### config.mk
export PLATFORM = sky130hd
export DESIGN_NAME = histogram_keyframe_detector_flat
export DESIGN_NICKNAME = d
export VERILOG_FILES = /design/src/hw/rtl/hkd_pkg.sv /design/src/hw/rtl/hkd_ifs.sv /design/src/hw/rtl/histogram_keyframe_detector.sv /design/src/hw/rtl/hkd_apb_regs.sv /design/src/hw/rtl/hkd_bin_counter.sv /design/src/hw/rtl/hkd_similarity.sv /design/src/hw/rtl/hkd_emitter.sv /design/src/flat_wrapper.sv
export SDC_FILE = /design/constraint.sdc
export NUM_CORES = 2
export LEC_CHECK = 0
export BUFFER_PORTS_ARGS = -buffer_cell sky130_fd_sc_hd__buf_2
export CORE_MARGIN = 4
export CORE_UTILIZATION = 49
export CTS_CLUSTER_DIAMETER = 120
export DETAILED_ROUTE_END_ITERATION = 12
export MAX_ROUTING_LAYER = met4
export PLACE_DENSITY = 0.73
export SETUP_SLACK_MARGIN = 0.4
export SYNTH_ARGS = -nofsm -noshare
export SYNTH_HDL_FRONTEND = slang
export SYNTH_SLANG_ARGS = --single-unit
### constraint.sdc
create_clock -name clk -period 17.6 [get_ports clk]
set_clock_uncertainty 0.05 [all_clocks]
set_input_delay 1.76 -clock clk [delete_from_list [all_inputs] [get_ports clk]]
set_output_delay 1.76 -clock clk [all_outputs]
set_load 0.05 [all_outputs]
### src/hw/rtl/hkd_pkg.sv
// ----------------------------------------------------------------------------
// hkd_pkg
// Shared types, constants and helpers of the histogram key frame detector.
// ----------------------------------------------------------------------------
package hkd_pkg;

	// default sizing
	localparam int unsigned MaxFramePixels = 4194304;
	localparam int unsigned NumBins        = 10;

	// fixed field widths
	localparam int unsigned PixelW   = 8;
	localparam int unsigned IndexW   = 4;
	localparam int unsigned CountW   = 23;
	localparam int unsigned ThreshW  = 10;
	localparam int unsigned ApbDataW = 32;
	localparam int unsigned ApbAddrW = 2;

	// intensity span of one bin
	localparam int unsigned BinWidth = 30;
	localparam int unsigned MaxRawBin = 255 / BinWidth;

	// register map and reset values
	localparam logic [ApbAddrW-1:0] AddrThreshold = ApbAddrW'(0);
	localparam logic [ThreshW-1:0]  ThreshReset   = ThreshW'(205);

	// pixel beat
	typedef struct packed {
		logic [PixelW-1:0] pixel;
		logic              end_of_frame;
	} pix_beat_t;

	// result beat: one bin of a key frame
	typedef struct packed {
		logic [IndexW-1:0] bin_index;
		logic [CountW-1:0] bin_count;
		logic              last_bin;
	} bin_beat_t;

	// outcome of one frame comparison
	typedef struct packed {
		logic valid;
		logic key;
	} verdict_t;

	// bin of a pixel: pixel / 30 by threshold compares, clamped to the last bin
	function automatic logic [IndexW-1:0] bin_of(input logic [PixelW-1:0] pix,
			input logic [IndexW-1:0] last);
		logic [IndexW-1:0] b;
		b = '0;
		for (int k = 1; k <= MaxRawBin; k++) begin
			if (pix >= PixelW'(k * BinWidth))
				b = b + IndexW'(1);
		end
		if (b > last)
			b = last;
		return b;
	endfunction

endpackage

### src/hw/rtl/hkd_ifs.sv
// ----------------------------------------------------------------------------
// hkd stream interfaces
// Valid/ready channels for pixel beats and result beats.
// ----------------------------------------------------------------------------

// pixel channel
interface hkd_pix_if;
	logic              valid;
	logic              ready;
	hkd_pkg::pix_beat_t data;

	modport source (output valid, output data, input ready);
	modport sink (input valid, input data, output ready);
endinterface

// result channel
interface hkd_bin_if;
	logic              valid;
	logic              ready;
	hkd_pkg::bin_beat_t data;

	modport source (output valid, output data, input ready);
	modport sink (input valid, input data, output ready);
endinterface

### src/hw/rtl/histogram_keyframe_detector.sv
// A frame-end pixel passes the input, snapshot, similarity and verdict registers
// before the first bin beat of a key frame; bins follow one per cycle while
// key_bins is ready. Throughput: one pixel per cycle; a frame-end pixel waits in
// the input register while the last comparison and its burst of bins run.
// Reset: asynchronous, active low; clears histograms and valids; threshold 205.
// ----------------------------------------------------------------------------
// histogram_keyframe_detector
// Histogram intersection shot boundary detector with APB threshold register.
// ----------------------------------------------------------------------------
module histogram_keyframe_detector #(
	parameter int unsigned MAX_FRAME_PIXELS = hkd_pkg::MaxFramePixels,
	parameter int unsigned NUM_BINS         = hkd_pkg::NumBins
) (
	input  logic                         clk,
	input  logic                         arst_n,
	hkd_pix_if.sink                      pixels,
	hkd_bin_if.source                    key_bins,
	input  logic                         psel,
	input  logic                         penable,
	input  logic                         pwrite,
	input  logic [hkd_pkg::ApbAddrW-1:0] paddr,
	input  logic [hkd_pkg::ApbDataW-1:0] pwdata,
	output logic [hkd_pkg::ApbDataW-1:0] prdata,
	output logic                         pready
);

	localparam int unsigned CW = $clog2(MAX_FRAME_PIXELS + 1);

	logic [hkd_pkg::ThreshW-1:0] threshold;
	logic [CW-1:0]               cmp_prev [NUM_BINS];
	logic [CW-1:0]               cmp_cur  [NUM_BINS];
	logic                        start;
	logic                        sim_busy;
	logic                        emit_busy;
	hkd_pkg::verdict_t           verdict;

	// configuration
	hkd_apb_regs u_regs (
		.clk       (clk),
		.arst_n    (arst_n),
		.psel      (psel),
		.penable   (penable),
		.pwrite    (pwrite),
		.paddr     (paddr),
		.pwdata    (pwdata),
		.prdata    (prdata),
		.pready    (pready),
		.threshold (threshold)
	);

	// pixel counting
	hkd_bin_counter #(
		.MAX_FRAME_PIXELS (MAX_FRAME_PIXELS),
		.NUM_BINS         (NUM_BINS),
		.CW               (CW)
	) u_counter (
		.clk      (clk),
		.arst_n   (arst_n),
		.in_valid (pixels.valid),
		.in_ready (pixels.ready),
		.in_data  (pixels.data),
		.hold     (sim_busy || emit_busy),
		.cmp_prev (cmp_prev),
		.cmp_cur  (cmp_cur),
		.start    (start)
	);

	// frame comparison
	hkd_similarity #(
		.NUM_BINS (NUM_BINS),
		.CW       (CW)
	) u_similarity (
		.clk       (clk),
		.arst_n    (arst_n),
		.start     (start),
		.cmp_prev  (cmp_prev),
		.cmp_cur   (cmp_cur),
		.threshold (threshold),
		.verdict   (verdict),
		.busy      (sim_busy)
	);

	// key frame burst
	hkd_emitter #(
		.NUM_BINS (NUM_BINS),
		.CW       (CW)
	) u_emitter (
		.clk       (clk),
		.arst_n    (arst_n),
		.verdict   (verdict),
		.cmp_prev  (cmp_prev),
		.out_valid (key_bins.valid),
		.out_ready (key_bins.ready),
		.out_data  (key_bins.data),
		.busy      (emit_busy)
	);

endmodule

### src/hw/rtl/hkd_apb_regs.sv
// ----------------------------------------------------------------------------
// hkd_apb_regs
// APB register file holding the similarity threshold.
// ----------------------------------------------------------------------------
module hkd_apb_regs (
	input  logic                         clk,
	input  logic                         arst_n,
	input  logic                         psel,
	input  logic                         penable,
	input  logic                         pwrite,
	input  logic [hkd_pkg::ApbAddrW-1:0] paddr,
	input  logic [hkd_pkg::ApbDataW-1:0] pwdata,
	output logic [hkd_pkg::ApbDataW-1:0] prdata,
	output logic                         pready,
	output logic [hkd_pkg::ThreshW-1:0]  threshold
);

	logic [hkd_pkg::ThreshW-1:0] thresh_q;
	logic                        wr_en;

	// write strobe on the access phase
	assign pready = 1'b1;
	assign wr_en  = psel && penable && pwrite && pready && (paddr == hkd_pkg::AddrThreshold);

	always_ff @(posedge clk or negedge arst_n) begin
		if (!arst_n) begin
			thresh_q <= hkd_pkg::ThreshReset;
		end else if (wr_en) begin
			thresh_q <= pwdata[hkd_pkg::ThreshW-1:0];
		end
	end

	// read back
	always_comb begin
		prdata = '0;
		if (paddr == hkd_pkg::AddrThreshold)
			prdata = hkd_pkg::ApbDataW'(thresh_q);
	end

	assign threshold = thresh_q;

endmodule

### src/hw/rtl/hkd_bin_counter.sv
// ----------------------------------------------------------------------------
// hkd_bin_counter
// Input register and saturating bin counters; snapshots both histograms at
// each frame end for the comparison.
// ----------------------------------------------------------------------------
module hkd_bin_counter #(
	parameter int unsigned MAX_FRAME_PIXELS = hkd_pkg::MaxFramePixels,
	parameter int unsigned NUM_BINS         = hkd_pkg::NumBins,
	parameter int unsigned CW               = $clog2(MAX_FRAME_PIXELS + 1)
) (
	input  logic               clk,
	input  logic               arst_n,
	input  logic               in_valid,
	output logic               in_ready,
	input  hkd_pkg::pix_beat_t in_data,
	input  logic               hold,
	output logic [CW-1:0]      cmp_prev [NUM_BINS],
	output logic [CW-1:0]      cmp_cur  [NUM_BINS],
	output logic               start
);

	logic                        s1_valid;
	hkd_pkg::pix_beat_t          beat_s1;
	logic                        advance;
	logic [hkd_pkg::IndexW-1:0]  bin;
	logic [CW-1:0]               cur_q  [NUM_BINS];
	logic [CW-1:0]               prev_q [NUM_BINS];
	logic [CW-1:0]               nxt    [NUM_BINS];
	logic [CW-1:0]               cmp_prev_q [NUM_BINS];
	logic [CW-1:0]               cmp_cur_q  [NUM_BINS];
	logic                        have_prev_q;
	logic                        start_q;

	// a frame end waits while the previous comparison or burst is in flight
	assign advance  = s1_valid && (!beat_s1.end_of_frame || !(hold || start_q));
	assign in_ready = !s1_valid || advance;

	// input register
	always_ff @(posedge clk or negedge arst_n) begin
		if (!arst_n) begin
			s1_valid <= 1'b0;
		end else if (in_valid && in_ready) begin
			s1_valid <= 1'b1;
		end else if (advance) begin
			s1_valid <= 1'b0;
		end
	end

	always_ff @(posedge clk) begin
		if (in_valid && in_ready)
			beat_s1 <= in_data;
	end

	// saturating increment of the addressed bin
	assign bin = hkd_pkg::bin_of(beat_s1.pixel, hkd_pkg::IndexW'(NUM_BINS - 1));

	always_comb begin
		for (int i = 0; i < NUM_BINS; i++) begin
			nxt[i] = cur_q[i];
			if (bin == hkd_pkg::IndexW'(i) && cur_q[i] < CW'(MAX_FRAME_PIXELS))
				nxt[i] = cur_q[i] + CW'(1);
		end
	end

	// histogram state; at frame end current moves to previous
	always_ff @(posedge clk or negedge arst_n) begin
		if (!arst_n) begin
			for (int i = 0; i < NUM_BINS; i++) begin
				cur_q[i]  <= '0;
				prev_q[i] <= '0;
			end
			have_prev_q <= 1'b0;
			start_q     <= 1'b0;
		end else begin
			start_q <= 1'b0;
			if (advance) begin
				if (beat_s1.end_of_frame) begin
					for (int i = 0; i < NUM_BINS; i++) begin
						cur_q[i]  <= '0;
						prev_q[i] <= nxt[i];
					end
					have_prev_q <= 1'b1;
					start_q     <= have_prev_q;
				end else begin
					for (int i = 0; i < NUM_BINS; i++)
						cur_q[i] <= nxt[i];
				end
			end
		end
	end

	// snapshot of the pair under comparison
	always_ff @(posedge clk) begin
		if (advance && beat_s1.end_of_frame) begin
			for (int i = 0; i < NUM_BINS; i++) begin
				cmp_prev_q[i] <= prev_q[i];
				cmp_cur_q[i]  <= nxt[i];
			end
		end
	end

	assign cmp_prev = cmp_prev_q;
	assign cmp_cur  = cmp_cur_q;
	assign start    = start_q;

endmodule

### src/hw/rtl/hkd_similarity.sv
// ----------------------------------------------------------------------------
// hkd_similarity
// Pipelined histogram intersection test: per-bin minima and totals, two
// levels of summation, threshold product, compare.
// ----------------------------------------------------------------------------
module hkd_similarity #(
	parameter int unsigned NUM_BINS = hkd_pkg::NumBins,
	parameter int unsigned CW       = $clog2(hkd_pkg::MaxFramePixels + 1)
) (
	input  logic                        clk,
	input  logic                        arst_n,
	input  logic                        start,
	input  logic [CW-1:0]               cmp_prev [NUM_BINS],
	input  logic [CW-1:0]               cmp_cur  [NUM_BINS],
	input  logic [hkd_pkg::ThreshW-1:0] threshold,
	output hkd_pkg::verdict_t           verdict,
	output logic                        busy
);

	localparam int unsigned MSW  = CW + 4;
	localparam int unsigned TW   = CW + 5;
	localparam int unsigned PW   = TW + hkd_pkg::ThreshW;
	localparam int unsigned HALF = (NUM_BINS + 1) / 2;

	logic              v_s1, v_s2, v_s3, v_s4;
	logic [CW-1:0]     min_s1 [NUM_BINS];
	logic [CW:0]       tot_s1 [NUM_BINS];
	logic [MSW-1:0]    min_lo_s2, min_hi_s2;
	logic [TW-1:0]     tot_lo_s2, tot_hi_s2;
	logic [MSW-1:0]    min_lo, min_hi;
	logic [TW-1:0]     tot_lo, tot_hi;
	logic [MSW-1:0]    min_sum_s3;
	logic [TW-1:0]     total_s3;
	logic [PW-1:0]     lhs_s4, rhs_s4;
	hkd_pkg::verdict_t verdict_q;

	// stage valids
	always_ff @(posedge clk or negedge arst_n) begin
		if (!arst_n) begin
			v_s1      <= 1'b0;
			v_s2      <= 1'b0;
			v_s3      <= 1'b0;
			v_s4      <= 1'b0;
			verdict_q <= '0;
		end else begin
			v_s1            <= start;
			v_s2            <= v_s1;
			v_s3            <= v_s2;
			v_s4            <= v_s3;
			verdict_q.valid <= v_s4;
			verdict_q.key   <= v_s4 && (lhs_s4 < rhs_s4);
		end
	end

	// per-bin minimum and pair total
	always_ff @(posedge clk) begin
		for (int i = 0; i < NUM_BINS; i++) begin
			min_s1[i] <= (cmp_prev[i] < cmp_cur[i]) ? cmp_prev[i] : cmp_cur[i];
			tot_s1[i] <= {1'b0, cmp_prev[i]} + {1'b0, cmp_cur[i]};
		end
	end

	// half sums
	always_comb begin
		min_lo = '0;
		min_hi = '0;
		tot_lo = '0;
		tot_hi = '0;
		for (int i = 0; i < NUM_BINS; i++) begin
			if (i < HALF) begin
				min_lo = min_lo + MSW'(min_s1[i]);
				tot_lo = tot_lo + TW'(tot_s1[i]);
			end else begin
				min_hi = min_hi + MSW'(min_s1[i]);
				tot_hi = tot_hi + TW'(tot_s1[i]);
			end
		end
	end

	always_ff @(posedge clk) begin
		min_lo_s2 <= min_lo;
		min_hi_s2 <= min_hi;
		tot_lo_s2 <= tot_lo;
		tot_hi_s2 <= tot_hi;
	end

	// full sums
	always_ff @(posedge clk) begin
		min_sum_s3 <= min_lo_s2 + min_hi_s2;
		total_s3   <= tot_lo_s2 + tot_hi_s2;
	end

	// 2 * 256 * min sum against threshold * total
	always_ff @(posedge clk) begin
		lhs_s4 <= PW'({min_sum_s3, 9'b0});
		rhs_s4 <= PW'(threshold) * PW'(total_s3);
	end

	assign verdict = verdict_q;
	assign busy    = v_s1 || v_s2 || v_s3 || v_s4 || verdict_q.valid;

endmodule

### src/hw/rtl/hkd_emitter.sv
// ----------------------------------------------------------------------------
// hkd_emitter
// Sends the bins of a key frame one beat at a time through the result
// register.
// ----------------------------------------------------------------------------
module hkd_emitter #(
	parameter int unsigned NUM_BINS = hkd_pkg::NumBins,
	parameter int unsigned CW       = $clog2(hkd_pkg::MaxFramePixels + 1)
) (
	input  logic               clk,
	input  logic               arst_n,
	input  hkd_pkg::verdict_t  verdict,
	input  logic [CW-1:0]      cmp_prev [NUM_BINS],
	output logic               out_valid,
	input  logic               out_ready,
	output hkd_pkg::bin_beat_t out_data,
	output logic               busy
);

	localparam int unsigned IW  = $clog2(NUM_BINS);
	localparam int unsigned EXT = (CW > hkd_pkg::CountW) ? CW : hkd_pkg::CountW;

	logic               active_q;
	logic [IW-1:0]      idx_q;
	logic               load;
	logic               last;
	logic [EXT-1:0]     count_ext;
	logic               out_valid_q;
	hkd_pkg::bin_beat_t out_q;

	assign load      = active_q && (!out_valid_q || out_ready);
	assign last      = (idx_q == IW'(NUM_BINS - 1));
	assign count_ext = EXT'(cmp_prev[idx_q]);

	// burst sequencing
	always_ff @(posedge clk or negedge arst_n) begin
		if (!arst_n) begin
			active_q    <= 1'b0;
			idx_q       <= '0;
			out_valid_q <= 1'b0;
		end else begin
			if (verdict.valid && verdict.key) begin
				active_q <= 1'b1;
				idx_q    <= '0;
			end else if (load) begin
				idx_q <= idx_q + IW'(1);
				if (last)
					active_q <= 1'b0;
			end
			if (load)
				out_valid_q <= 1'b1;
			else if (out_ready)
				out_valid_q <= 1'b0;
		end
	end

	// result register
	always_ff @(posedge clk) begin
		if (load) begin
			out_q.bin_index <= hkd_pkg::IndexW'(idx_q);
			out_q.bin_count <= count_ext[hkd_pkg::CountW-1:0];
			out_q.last_bin  <= last;
		end
	end

	assign out_valid = out_valid_q;
	assign out_data  = out_q;
	assign busy      = active_q;

endmodule
### src/flat_wrapper.sv
// flat-port wrapper written by rule: the top's interface ports become plain ports
module histogram_keyframe_detector_flat 
#(
	parameter int unsigned MAX_FRAME_PIXELS = hkd_pkg::MaxFramePixels,
	parameter int unsigned NUM_BINS         = hkd_pkg::NumBins
)
  (clk, arst_n, psel, penable, pwrite, paddr, pwdata, prdata, pready, pixels_valid, pixels_data, pixels_ready, key_bins_valid, key_bins_data, key_bins_ready);
  hkd_pix_if pixels_i ();
  hkd_bin_if key_bins_i ();
  input  logic clk;
  input  logic arst_n;
  input  logic psel;
  input  logic penable;
  input  logic pwrite;
  input  logic [hkd_pkg::ApbAddrW-1:0] paddr;
  input  logic [hkd_pkg::ApbDataW-1:0] pwdata;
  output logic [hkd_pkg::ApbDataW-1:0] prdata;
  output logic pready;
  input wire logic [$bits(pixels_i.valid)-1:0] pixels_valid;
  input wire logic [$bits(pixels_i.data)-1:0] pixels_data;
  output wire logic [$bits(pixels_i.ready)-1:0] pixels_ready;
  output wire logic [$bits(key_bins_i.valid)-1:0] key_bins_valid;
  output wire logic [$bits(key_bins_i.data)-1:0] key_bins_data;
  input wire logic [$bits(key_bins_i.ready)-1:0] key_bins_ready;
  assign pixels_i.valid = pixels_valid;
  assign pixels_i.data = pixels_data;
  assign pixels_ready = pixels_i.ready;
  assign key_bins_valid = key_bins_i.valid;
  assign key_bins_data = key_bins_i.data;
  assign key_bins_i.ready = key_bins_ready;
  histogram_keyframe_detector #(.MAX_FRAME_PIXELS(MAX_FRAME_PIXELS), .NUM_BINS(NUM_BINS)) u_core (.clk(clk), .arst_n(arst_n), .pixels(pixels_i), .key_bins(key_bins_i), .psel(psel), .penable(penable), .pwrite(pwrite), .paddr(paddr), .pwdata(pwdata), .prdata(prdata), .pready(pready));
endmodule
==> out/summary.txt <==
Period utilization: 47.0%
Clock H-tree levels: 4
Multi-input logic area: 53100 µm²
ANT nets after route: 0
Layout Nets: 10539
Max_slew headroom: 18.7%
Core area: 201000 µm²
Post-synthesis cell count: 9253
Final Hold Fails: 0
Outcome: finished clean
# Max-Cap Violations: 0
Crit Path Category: flip-flop to flip-flop
Site Rows: 164
Mapped Area: 99300 µm²
Top-area cell type share of the netlist area: 15.0%
TritonCTS clock tree: done
Synth Flop Type: dfxtp_1
Initial DRC count: 7468
Pin count of the biggest net entering global routing: 159
Post-CTS setup buffer count: 0
WL final: 275000 µm
Starting density of the core: 49.5%
Slew @ Worst Pin: 1.22 ns
CP Capture Type: flip-flop
Via count: 69900
Die height: 458 µm
Die area: 210000 µm²
Residual DRC: 0
Post-synth EDFFs: 496
Fin Setup TNS: 0 ns
All-Layer GR Usage: 26.6%
Crit path required time: 18.31 ns
Drt pass-1 iters: 6
Port bufs: 66
Slowest cell delay on critical path: 0.81 ns
Slew Limit Fails: 0
Seq/Total Area, Yosys: 41.3%
Area growth from synthesis to layout: 9.41%
Root buf cell: clkbuf_16
Final-report setup violation count: 0
HP Class: flip-flop to flip-flop
Antenna violations before repair: 16
Routed wire length per instance: 22.8 µm
Leading area contributor after synthesis: edfxtp_1
Most used cell, CP: ha_1
Post-layout min period: 8.27 ns
Top cells by count, synth: 1072 x inv_1, 783 x ha_1, 696 x dfxtp_1, 496 x edfxtp_1, 492 x mux2_2
GP Congestion: 1.04
Area contributors post-synth: edfxtp_1 15%, dfxtp_1 14%, dfrtp_1 12%
First-pass GRT wire length: 413000 µm
PostCTS Resize Cnt: 0
Register clock-pin slew on the reported worst setup and hold paths: 0.06 ns
Worst skew pair latency: 0.84 ns
Num CTS Buffers: 175
Critical Path AT: 8.99 ns
Ratio of cells with drive above 1 in the final layout: 11.6%
Worst Path Max Fanout: 21
Critical-path top delay cell: nor3_2
Top-count cell post-synth: inv_1
Grt ovf: 0
Chip Width: 458 µm
Number of fill cells: 16896
Vias in the first global route: 68345
CTS Hold Bufs: 0
Final HPWL DP: 214000 µm
# IOs: 113
Clock Sinks: 1677
Via-to-Cell Ratio: 5.79
Worst setup SP type: flip-flop
YS warnings: 0
Syn_area_per_cell: 10.7 µm²
Distinct cells, synth: 101
Unrepaired setup endpoints after global routing: no
Seq cells post-synth: 1677
Reg area: 41000 µm²
Ys async rst share: 28.9%
CTS Buffer Depth: 3
Fmax: 121 MHz
## placed cells by master, fill, tap and decap left out, types with 104 or more instances in the layout
cell / n
clkbuf_16: 181
dfrtp_1: 478
xor2_1: 173
inv_1: 1071
xnor2_1: 434
mux2_2: 492
a21o_1: 120
ha_1: 783
o21ai_0: 300
nand2_1: 485
o21bai_1: 104
and2_1: 201
dfxtp_1: 696
a31oi_1: 113
edfxtp_1: 496
nor2_1: 420
nand3_1: 146
fa_1: 453
nor3_1: 158
a21oi_1: 458
## final timing paths
path | startpoint | end | slack (ns) | cells past startpoint
max reg2reg | u_core.u_counter.beat_s1[8] | u_core.u_counter.prev_q[27] | 9.33 | 29
max | u_core.u_counter.beat_s1[8] | u_core.u_counter.prev_q[27] | 9.33 | 29
min | u_core.u_similarity.min_sum_s3[24] | u_core.u_similarity.lhs_s4[33] | 0.28 | 0
max in group asynchronous | arst_n | u_core.u_counter.cur_q[154] | 13.59 | 4
min reg2reg | u_core.u_similarity.min_sum_s3[24] | u_core.u_similarity.lhs_s4[33] | 0.28 | 0
min in group asynchronous | arst_n | u_core.u_counter.prev_q[43] | 0.90 | 1
## sequential cells by signal, summed over array words and instances, names as in the netlist, 27 cells and up
register and flops:
u_core.u_similarity.tot_s1 240, u_core.u_counter.cmp_cur 230, u_core.u_counter.cmp_prev 230, u_core.u_counter.cur_q 230, u_core.u_counter.prev_q 230, u_core.u_similarity.min_s1 230, u_core.u_similarity.rhs_s4 38, u_core.u_emitter.out_data 28
u_core.u_similarity.total_s3 28, u_core.u_similarity.lhs_s4 27, u_core.u_similarity.min_sum_s3 27, u_core.u_similarity.tot_hi_s2 27, u_core.u_similarity.tot_lo_s2 27
## metrics by stage
stage	instance area, µm²	utilization (%)	instances	setup WS [ns]	hold slack (ns)
floorplan	99400	-	9274	1.73	0.260
global placement	102000	51.0	11732	9.51	0.263
detailed placement	102000	51.0	11732	9.46	0.262
CTS	109000	54.1	12062	9.44	0.277
global route	109000	54.1	12064	8.78	0.280
finish	109000	54.1	12073	9.33	0.277
## routing by layer
layer / routed length, µm / GRT usage (%) / up-vias
li1: - / - / 32016
met1: 118000 / 36.5 / 34532
met2: 120000 / 39.3 / 2866
met3: 24200 / 4.34 / 486
met4: 13000 / 11.1 / 0
met5: 0 / - / -
## critical path, delay by kind of cell, from the launching register on
family / cells / cell delay, ns
and+or+nand+nor: 10 / 2.95
adders and majority gates: 6 / 1.74
AOI/OAI and AO/OA: 5 / 1.03
buffers and inverters: 4 / 0.73
DFF: 1 / 0.65
xor gates and xnor gates: 1 / 0.55
muxes: 3 / 0.46
## cell families (layout without fill, tap and decap cells)
group | count (synthesis) | in the layout | synth area share (%)
compound gates | 1710 | 1710 | 11.4
xor+xnor | 612 | 612 | 5.46
fa+ha+maj | 1236 | 1236 | 19.0
buf+inv | 1407 | 1539 | 5.47
flops | 1677 | 1677 | 41.3
mux | 575 | 575 | 7.00
other cells | 2 | 34 | 0.00756
simple gates | 2034 | 2034 | 10.4
## layout make-up
cell class / count / share of cell area, %
clock inverters: 99 / 1.20
inverters: 1073 / 3.71
diodes: 11 / 0.0253
well taps: 2656 / 3.06
multi-input cells: 6190 / 48.9
flip-flops and latches: 1677 / 37.7
repair buffers: 136 / 0.820
clock buffers: 231 / 4.55
Power is not shown: default switching activity piles up to over one toggle a cycle in this logic, so the estimate is an artifact.
